[src/rtl/shse_pkg.sv]
// Package: payload types, register map and codeword builder for the SECDED stream encoder.
`default_nettype none
package shse_pkg;

	localparam int MAX_DATA  = 57;
	localparam int CODE_W    = 64;
	localparam int CHECK_N   = 6;
	localparam int CNT_W     = 6;
	localparam int LEN_W     = 7;
	localparam int ADDR_W    = 3;

	localparam logic REQ_DATA  = 1'b0;
	localparam logic REQ_FLUSH = 1'b1;

	localparam logic REG_DATA_LEN = 1'b0;

	localparam logic [CNT_W-1:0] DATA_LEN_RESET = 6'd4;

	typedef struct packed {
		logic req_type;
		logic data_bit;
	} item_t;

	typedef struct packed {
		logic [CODE_W-1:0] code_word;
		logic [LEN_W-1:0]  code_len;
	} code_t;

	// Data occupies all non-power-of-two positions; bits beyond k are zero, so the
	// check bits past the real code length come out zero as well.
	function automatic code_t shse_encode(input logic [MAX_DATA-1:0] data,
	                                      input logic [CNT_W-1:0] k);
		logic [CODE_W-1:0] cw;
		logic [LEN_W-1:0]  len;
		logic [2:0]        r;
		logic              p;
		logic              all_par;
		logic [CNT_W-1:0]  last;
		code_t             res;
		int                j;
		cw = '0;
		j = 0;
		for (int pos = 1; pos < CODE_W; pos++) begin
			if ((pos & (pos - 1)) != 0) begin
				cw[pos-1] = data[j];
				j++;
			end
		end
		for (int d = 0; d < CHECK_N; d++) begin
			p = 1'b0;
			for (int pos = 1; pos < CODE_W; pos++) begin
				if (((pos >> d) & 1) != 0)
					p = p ^ cw[pos-1];
			end
			cw[(1 << d) - 1] = p;
		end
		if (k <= 6'd1)
			r = 3'd2;
		else if (k <= 6'd4)
			r = 3'd3;
		else if (k <= 6'd11)
			r = 3'd4;
		else if (k <= 6'd26)
			r = 3'd5;
		else
			r = 3'd6;
		len = {1'b0, k} + {4'b0, r} + 7'd1;
		last = len[CNT_W-1:0] - 6'd1;
		all_par = ^cw;
		cw = cw | ({{(CODE_W-1){1'b0}}, all_par} << last);
		res.code_word = cw;
		res.code_len = len;
		return res;
	endfunction

endpackage
`default_nettype wire

[src/rtl/secded_hamming_stream_encoder.sv]
// Top level: serial bit collector and extended Hamming SECDED encoder.
//
// Usage:
//   item channel (item_valid/item_ready/item) carries one data bit or an
//   end-of-stream marker per transaction. Data bits fill a word; once it holds
//   data_len bits (register 0, range 1..57, reset 4) the word is encoded.
//   End of stream encodes a partial word; with nothing collected it is dropped.
//   code channel (code_valid/code_ready/code) carries the codeword, position 1
//   in bit 0, overall parity at bit code_len-1, and its length.
// Timing:
//   one transaction per cycle on the item side while item_ready is high. A
//   word-closing item is held in the capture stage, then the output register. The
//   encode stage is fixed parity logic: one item a cycle while not stalled.
// Stall:
//   while code_ready is low one more finished word waits in the capture stage;
//   item_ready drops only when that stage is full and the output is stalled.
// Reset:
//   arst_n clears the partial word, both stages and restores data_len to 4.
`default_nettype none
module secded_hamming_stream_encoder import shse_pkg::*; (
	input  wire logic              clk,
	input  wire logic              arst_n,
	input  wire logic              psel,
	input  wire logic              penable,
	input  wire logic              pwrite,
	input  wire logic [ADDR_W-1:0] paddr,
	input  wire logic [31:0]       pwdata,
	output logic      [31:0]       prdata,
	output logic                   pready,
	input  wire logic              item_valid,
	output logic                   item_ready,
	input  wire item_t             item,
	output logic                   code_valid,
	input  wire logic              code_ready,
	output code_t                  code
);

	logic [CNT_W-1:0]    data_len_q;
	logic [MAX_DATA-1:0] word_q;
	logic [CNT_W-1:0]    count_q;
	logic [MAX_DATA-1:0] word_s1;
	logic [CNT_W-1:0]    k_s1;
	logic                valid_s1;
	code_t               code_q;
	logic                code_valid_q;

	logic                advance;
	logic                accept;
	logic [CNT_W-1:0]    eff_len;
	logic                has_room;
	logic [MAX_DATA-1:0] word_next;
	logic [CNT_W-1:0]    count_next;
	logic                emit;

	assign pready = 1'b1;
	assign prdata = (paddr[2] == REG_DATA_LEN) ? {26'b0, data_len_q} : 32'b0;

	always_ff @(posedge clk or negedge arst_n) begin
		if (!arst_n) begin
			data_len_q <= DATA_LEN_RESET;
		end else if (psel && penable && pwrite && (paddr[2] == REG_DATA_LEN)) begin
			data_len_q <= pwdata[CNT_W-1:0];
		end
	end

	always_comb begin
		if (data_len_q == '0)
			eff_len = 6'd1;
		else if (data_len_q > 6'(MAX_DATA))
			eff_len = 6'(MAX_DATA);
		else
			eff_len = data_len_q;
	end

	assign advance    = !code_valid_q || code_ready;
	assign item_ready = !valid_s1 || advance;
	assign accept     = item_valid && item_ready;

	always_comb begin
		has_room = count_q < 6'(MAX_DATA);
		word_next = word_q;
		count_next = count_q;
		if (item.req_type == REQ_FLUSH) begin
			emit = count_q != '0;
		end else begin
			if (has_room) begin
				word_next = word_q | ({{(MAX_DATA-1){1'b0}}, item.data_bit} << count_q);
				count_next = count_q + 6'd1;
			end
			emit = count_next >= eff_len;
		end
	end

	always_ff @(posedge clk or negedge arst_n) begin
		if (!arst_n) begin
			word_q <= '0;
			count_q <= '0;
		end else if (accept) begin
			if (emit) begin
				word_q <= '0;
				count_q <= '0;
			end else begin
				word_q <= word_next;
				count_q <= count_next;
			end
		end
	end

	// Capture stage: hold a finished word until the encode stage can take it.
	always_ff @(posedge clk or negedge arst_n) begin
		if (!arst_n) begin
			valid_s1 <= 1'b0;
		end else if (accept && emit) begin
			valid_s1 <= 1'b1;
		end else if (advance) begin
			valid_s1 <= 1'b0;
		end
	end

	always_ff @(posedge clk) begin
		if (accept && emit) begin
			word_s1 <= word_next;
			k_s1 <= count_next;
		end
	end

	always_ff @(posedge clk or negedge arst_n) begin
		if (!arst_n) begin
			code_valid_q <= 1'b0;
		end else if (advance) begin
			code_valid_q <= valid_s1;
		end
	end

	always_ff @(posedge clk) begin
		if (advance && valid_s1) begin
			code_q <= shse_encode(word_s1, k_s1);
		end
	end

	assign code_valid = code_valid_q;
	assign code       = code_q;

endmodule
`default_nettype wire

[config.mk]
export PLATFORM = sky130hd
export DESIGN_NAME = secded_hamming_stream_encoder
export DESIGN_NICKNAME = d
export VERILOG_FILES = /design/src/rtl/shse_pkg.sv /design/src/rtl/secded_hamming_stream_encoder.sv
export SDC_FILE = /design/constraint.sdc
export NUM_CORES = 1
export LEC_CHECK = 0
export ABC_AREA = 1
export BUFFER_PORTS_ARGS = -buffer_cell sky130_fd_sc_hd__buf_2
export CAP_MARGIN = 25
export CORE_MARGIN = 2
export CORE_UTILIZATION = 45
export DETAILED_ROUTE_END_ITERATION = 8
export MAX_ROUTING_LAYER = met4
export PLACE_DENSITY_LB_ADDON = 0.05
export SETUP_SLACK_MARGIN = 0.4
export SYNTH_ARGS = -nofsm -noshare
export SYNTH_HDL_FRONTEND = slang
export SYNTH_SLANG_ARGS = --single-unit
[constraint.sdc]
create_clock -name clk -period 6.4 [get_ports clk]
set_input_delay 1.6 -clock clk [delete_from_list [all_inputs] [get_ports clk]]
set_output_delay 1.6 -clock clk [all_outputs]
set_load 0.05 [all_outputs]
# [Yosys cells after proc, flatten, opt, wreduce, memory -nomap -nowiden]
# Cells that the tools add are included.
# Widths: inputs -> output; s select.
[op_classes] n_mux=485 add_sub_neg=59 n_reduce_logical=14 shift=2 magnitude_cmp=63 n_bitwise=188
[ops] operator="$lt 32x8->1 const B" count=56
[ops] operator="$mux 32" count=56
[ops] operator="$add 32x2->32 const B" count=55
[ops] operator="$mux 1" count=358
[ops] operator="$bmux 1 s6" count=56
[ops] operator="$xor 1x1->1" count=185
[ops] operator="$mux 57" count=3
[ops] operator="$or 63x64->64" count=1
[ops] operator="$reduce_xor 64->1" count=1
[ops] operator="$shl 1x6->64" count=1
[ops] operator="$or 57x57->57" count=1
[ops] operator="$shl 1x6->57" count=1
[ops] operator="$mux 6" count=7
[ops] operator="$mux 3" count=3
[ops] operator="$add 6x3->7" count=1
[ops] operator="$add 7x1->7 const B" count=1
[ops] operator="$add 6x1->6 const B" count=1
[ops] operator="$ge 6x6->1" count=1
[ops] operator="$gt 6x6->1 const B" count=1
[ops] operator="$le 6x1->1 const B" count=1
[ops] operator="$le 6x3->1 const B" count=1
[ops] operator="$le 6x4->1 const B" count=1
[ops] operator="$le 6x5->1 const B" count=1
[ops] operator="$logic_and 1x1->1" count=6
[ops] operator="9 further kinds" count=12
[totals] reg_bits=205 in_bits=44 output_inout_bits=106 word_cells=820

# [Logic depth before layout (Yosys ltp)]
[logic_depth] depth_word=123 ltp_mapped=26 mapped_depth_nobuf=26

# [Least setup slack after synthesis]
# OpenSTA, ideal clock, no wires.
[synth_path] path_type="in2reg" start="input code_ready" end="register word_q[0]" n_path_buf=3 t_arrival_ns=5.854 path_slack_ns=0.432 setup_time_ns=0.114 t_required_ns=6.286 stages=10 cell_sequence="inv_1 > nand3_1 > nand2_1 > clkbuf_1 > nor2_1 > inv_2 > buf_2 > buf_1 > nand2_1 > inv_1"
[synth_via] elab_chain_len=3
[synth_lines] item="from (decl)" line_no="secded_hamming_stream_encoder.sv:34" source="input wire logic code_ready,"
[synth_lines] item="$logic_or 1x1->1" line_no="secded_hamming_stream_encoder.sv:75" source="assign advance = !code_valid_q || code_ready;"
[synth_lines] item="$logic_or 1x1->1" line_no="secded_hamming_stream_encoder.sv:76" source="assign item_ready = !valid_s1 || advance;"
[synth_lines] item="via item_ready" line_no="secded_hamming_stream_encoder.sv:31" source="output logic item_ready,"
[synth_lines] item="$logic_and 1x1->1" line_no="secded_hamming_stream_encoder.sv:77" source="assign accept = item_valid && item_ready;"
[synth_lines] item="to (signal assigned)" line_no="secded_hamming_stream_encoder.sv:103" source="word_q <= word_next;"
[synth_lines] item="to (decl)" line_no="secded_hamming_stream_encoder.sv:39" source="logic [MAX_DATA-1:0] word_q;"
# The timed path passes the listed nets, and every way through them passes these cells.
# A chain may end at the register's enable or synchronous reset.

# [Final worst setup path]
[layout_path] start="register k_s1[1]" end="register code_q (netlist bit code[15]), data pin"
[layout_via] elab_chain_len=11 elab_cells_between_ends=14 classes_between="add/sub (3); order compare (4); shift (1); mux (5); bitwise (1)"
[layout_lines] item="from (decl)" line_no="secded_hamming_stream_encoder.sv:42" source="logic [CNT_W-1:0] k_s1;"
[layout_lines] item="from (signal assigned)" line_no="secded_hamming_stream_encoder.sv:123" source="k_s1 <= count_next;"
[layout_lines] item="$le 6x5->1" line_no="shse_pkg.sv:63" source="else if (k <= 6'd26)"
[layout_lines] item="$mux 2" line_no="shse_pkg.sv:63"
[layout_lines] item="$mux 2" line_no="shse_pkg.sv:61" source="else if (k <= 6'd11)"
[layout_lines] item="$mux 3" line_no="shse_pkg.sv:59" source="else if (k <= 6'd4)"
[layout_lines] item="$mux 3" line_no="shse_pkg.sv:57" source="if (k <= 6'd1)"
[layout_lines] item="$mux 3" line_no="secded_hamming_stream_encoder.sv:136" source="if (advance && valid_s1) begin"
[layout_lines] item="$add 6x3->7 (*)" line_no="shse_pkg.sv:67" source="len = {1'b0, k} + {4'b0, r} + 7'd1;"
[layout_lines] item="$add 7x1->7 (*)" line_no="shse_pkg.sv:67"
[layout_lines] item="$sub 6x1->6 (*)" line_no="shse_pkg.sv:68" source="last = len[CNT_W-1:0] - 6'd1;"
[layout_lines] item="$shl 1x6->64 (*)" line_no="shse_pkg.sv:70" source="cw = cw | ({{(CODE_W-1){1'b0}}, all_par} << last);"
[layout_lines] item="$or 63x64->64 (*)" line_no="shse_pkg.sv:70"
[layout_lines] item="to (signal assigned)" line_no="secded_hamming_stream_encoder.sv:137" source="code_q <= shse_encode(word_s1, k_s1);"
[layout_lines] item="to (decl)" line_no="secded_hamming_stream_encoder.sv:44" source="code_t code_q;"
# Every way passes the cells marked *; elsewhere a longest branch is shown, timed or not. The select of a mux whose other input is x is not followed.

==> results.md <==
- Yosys top cell area share: 33.2%
- Iteration-0 DRC Markers: 656
- Syn Inst Count: 1,529
- Fraction of registers with async set/reset: 34.6%
- Final Cell Area: 13,600 um^2
- Most frequent cells after synthesis: nand2_1, inv_1, edfxtp_1
- Max-Slew Margin vs Limit: 33.9%
- Post-route setup slack: 2.20 ns
- Synth top area cells: edfxtp_1, nand2_1, dfrtp_1
- IO Port Bufs: 94
- Setup TNS: 0 ns
- Core Area: 26,700 um^2
- Finished Core Util: 51.1%
- Initial antenna violation count: 0
- WL/cell: 15.6 um
- YS warnings: 0
- Vias per cell: 4.82
- Critical Path RT: 6.66 ns
- Tot Pwr: 4990 uW
- Peak fanout along the critical path: 32
- Main synth FF type: edfxtp_1
- Post-synthesis cell type count: 41
- CTS buffer count: 23
- Avg Inst Size Synth: 7.92 um^2
- Die span in y: 168 um
- Slew @ Worst Pin: 0.990 ns
- Top-count cell post-synth: nand2_1
- GP Congestion: 0.856
- Static Leak: 0.00708 uW
- Fin Clk Skew: 0.0158 ns
- Resized Gates After CTS: 0
- Period utilisation layout: 65.6%
- Seq cells post-synth: 205
- Met3 Track Usage GR: 2.47%
- Grt total ovfl: 0
- # rows: 60
- DRT Wirelength: 30.8 mm
- Min-delay worst type: flop to flop
- # setup viols final: 0
- Hold_buf cts: 0
- DRC Markers: 0
- Area growth syn-to-layout: 12.4%
- Vias in the first global route: 8,955
- Largest net degree at the start of global routing: 72
- Run status: finished clean
- Post-Syn Area: 12,100 um^2
- Post-CTS Setup Inserts: 0
- Post-route ant nets: 0
- F_max: 238 MHz
- Crit path kind: flop to flop
- Slew Viols, Final: 0
- Nets: 1,672
- Router iterations before antenna repair: 4
- Sequential fraction of the synthesis area: 47.9%
- RSZ-0062 raised after global routing: no
- Worst Setup End Kind: flop
- Clock latency on the worst-skew pair: 0.52 ns
- Total track usage: 22.7%
- GR Util met1: 31.1%
- CTS tree: done
- Clock-pin slew on the worst setup and hold paths: 0.06 ns
- First-pass GRT wire length: 48.5 mm
- Layout cells sized above 1: 12.5%
- Antenna diode count: 0
- Busiest grt layer: met2
- Post-synth top area cell: edfxtp_1
- Critical Path AT: 4.46 ns
- EDFF count, synth: 134
- H-Tree Depth: 1
- Die width: 168 um
- Vias: 9,499
- Die ar.: 28,200 um^2
- Minimum clock period: 4.20 ns
- Starting Density: 45.4%
- Ports: 150
- Detailed Place HPWL: 23.2 mm
- Place WS: 2.21 ns
- Peak supply drop: 215 uV
- Placed Area: 12,900 um^2
- Max-Cap Viols: 0
- Clock Sinks: 205
- Critical Path Source Type: flop
- Power per cell area: 366 nW/um^2
- Met2 usage: 35.4%
- Root Buffer: clkbuf_16
- Max clock buf depth: 3
- Final Hold Fails: 0
-- registers in the layout, summed over array words and instances (netlist names) --
name / cells
code: 71
word_s1: 57
data_len_q: 6
k_s1: 6
valid_s1: 1
count_q: 6
word_q: 57
code_valid: 1
-- worst paths after layout --
check / start / to / slack (ns) / cells past startpoint
setup / recovery: k_s1[1]$_DFFE_PP_ / code[15]$_DFFE_PP_ / 2.20 / 16
hold / removal: data_len_q[2]$_DFFE_PN1P_ / data_len_q[2]$_DFFE_PN1P_ / 0.51 / 2
setup reg to reg: k_s1[1]$_DFFE_PP_ / code[15]$_DFFE_PP_ / 2.20 / 16
hold reg to reg: data_len_q[2]$_DFFE_PN1P_ / data_len_q[2]$_DFFE_PN1P_ / 0.51 / 2
max in group asynchronous: arst_n / data_len_q[2]$_DFFE_PN1P_ / 4.91 / 2
min in group asynchronous: arst_n / word_q[35]$_DFFE_PN0P_ / 0.90 / 1
-- logic make-up after synthesis --
group           count (synthesis)  synth area share (%)
flops                         205                  47.9
xor+xnor                       75                  5.77
other cells                     2                0.0620
compound gates                 92                  3.98
simple gates                  809                  29.6
fa+ha+maj                      13                  1.41
buf+inv                       333                  11.3
-- critical path, cell delays in order, from the launching register on --
cell and delay (ns):
edfxtp_1 0.50, nor2_1 0.18, nor2_1 0.06, a21oi_1 0.17
nand2_1 0.07, a32o_1 0.21, ha_1 0.18, inv_1 0.09
fa_1 0.49, nor3_1 0.40, nor3b_1 0.37, xor2_2 0.15
buf_4 0.32, inv_1 0.27, buf_4 0.28, nand4_1 0.11
nand2_1 0.09
-- stage by stage --
| step | std cells | hold WS, ns |
|---|---|---|
| finish | 1971 | 0.507 |
| global route | 1971 | 0.525 |
| CTS | 1970 | 0.509 |
| detailed placement | 1930 | 0.498 |
| global placement | 1929 | 0.488 |
| floorplan | 1554 | 0.447 |
-- cell type report --
class                   count  area (um^2)
clock inverters            13          115
well taps                 341          427
repair buffers            107          611
multi-input cells        1016         5080
inverters                 262          983
flip-flops and latches    205         5800
clock buffers              27          591
fillers                  2620        13000
-- layer usage --
metal  part of all wire (%)  wire length, um  vias up
met5                      0                0        -
met4                    3.6             1110        0
met3                    4.1             1260       60
met2                     45            13800      220
met1                     48            14600     4289
li1                       -                -     4930
-- cells in the final DEF (no fill, tap or decap), types with 15 or more instances in the layout --
cell type / count
nand2_1: 544
inv_1: 244
edfxtp_1: 134
buf_2: 93
o21ai_0: 75
nand3_1: 71
dfrtp_1: 70
nand4_1: 68
nor2_1: 64
xnor2_1: 36
xor2_1: 32
conb_1: 27
clkbuf_16: 23
inv_2: 17
nand2_2: 15
-- report_power, final --
group	switching (uW)	total (uW)	internal, uW
Sequential	87.7	1680	1590
Clock	533	1270	736
Combinational	1500	2040	532
Total	2120	4990	2860
(Power assumes the default switching activity.)
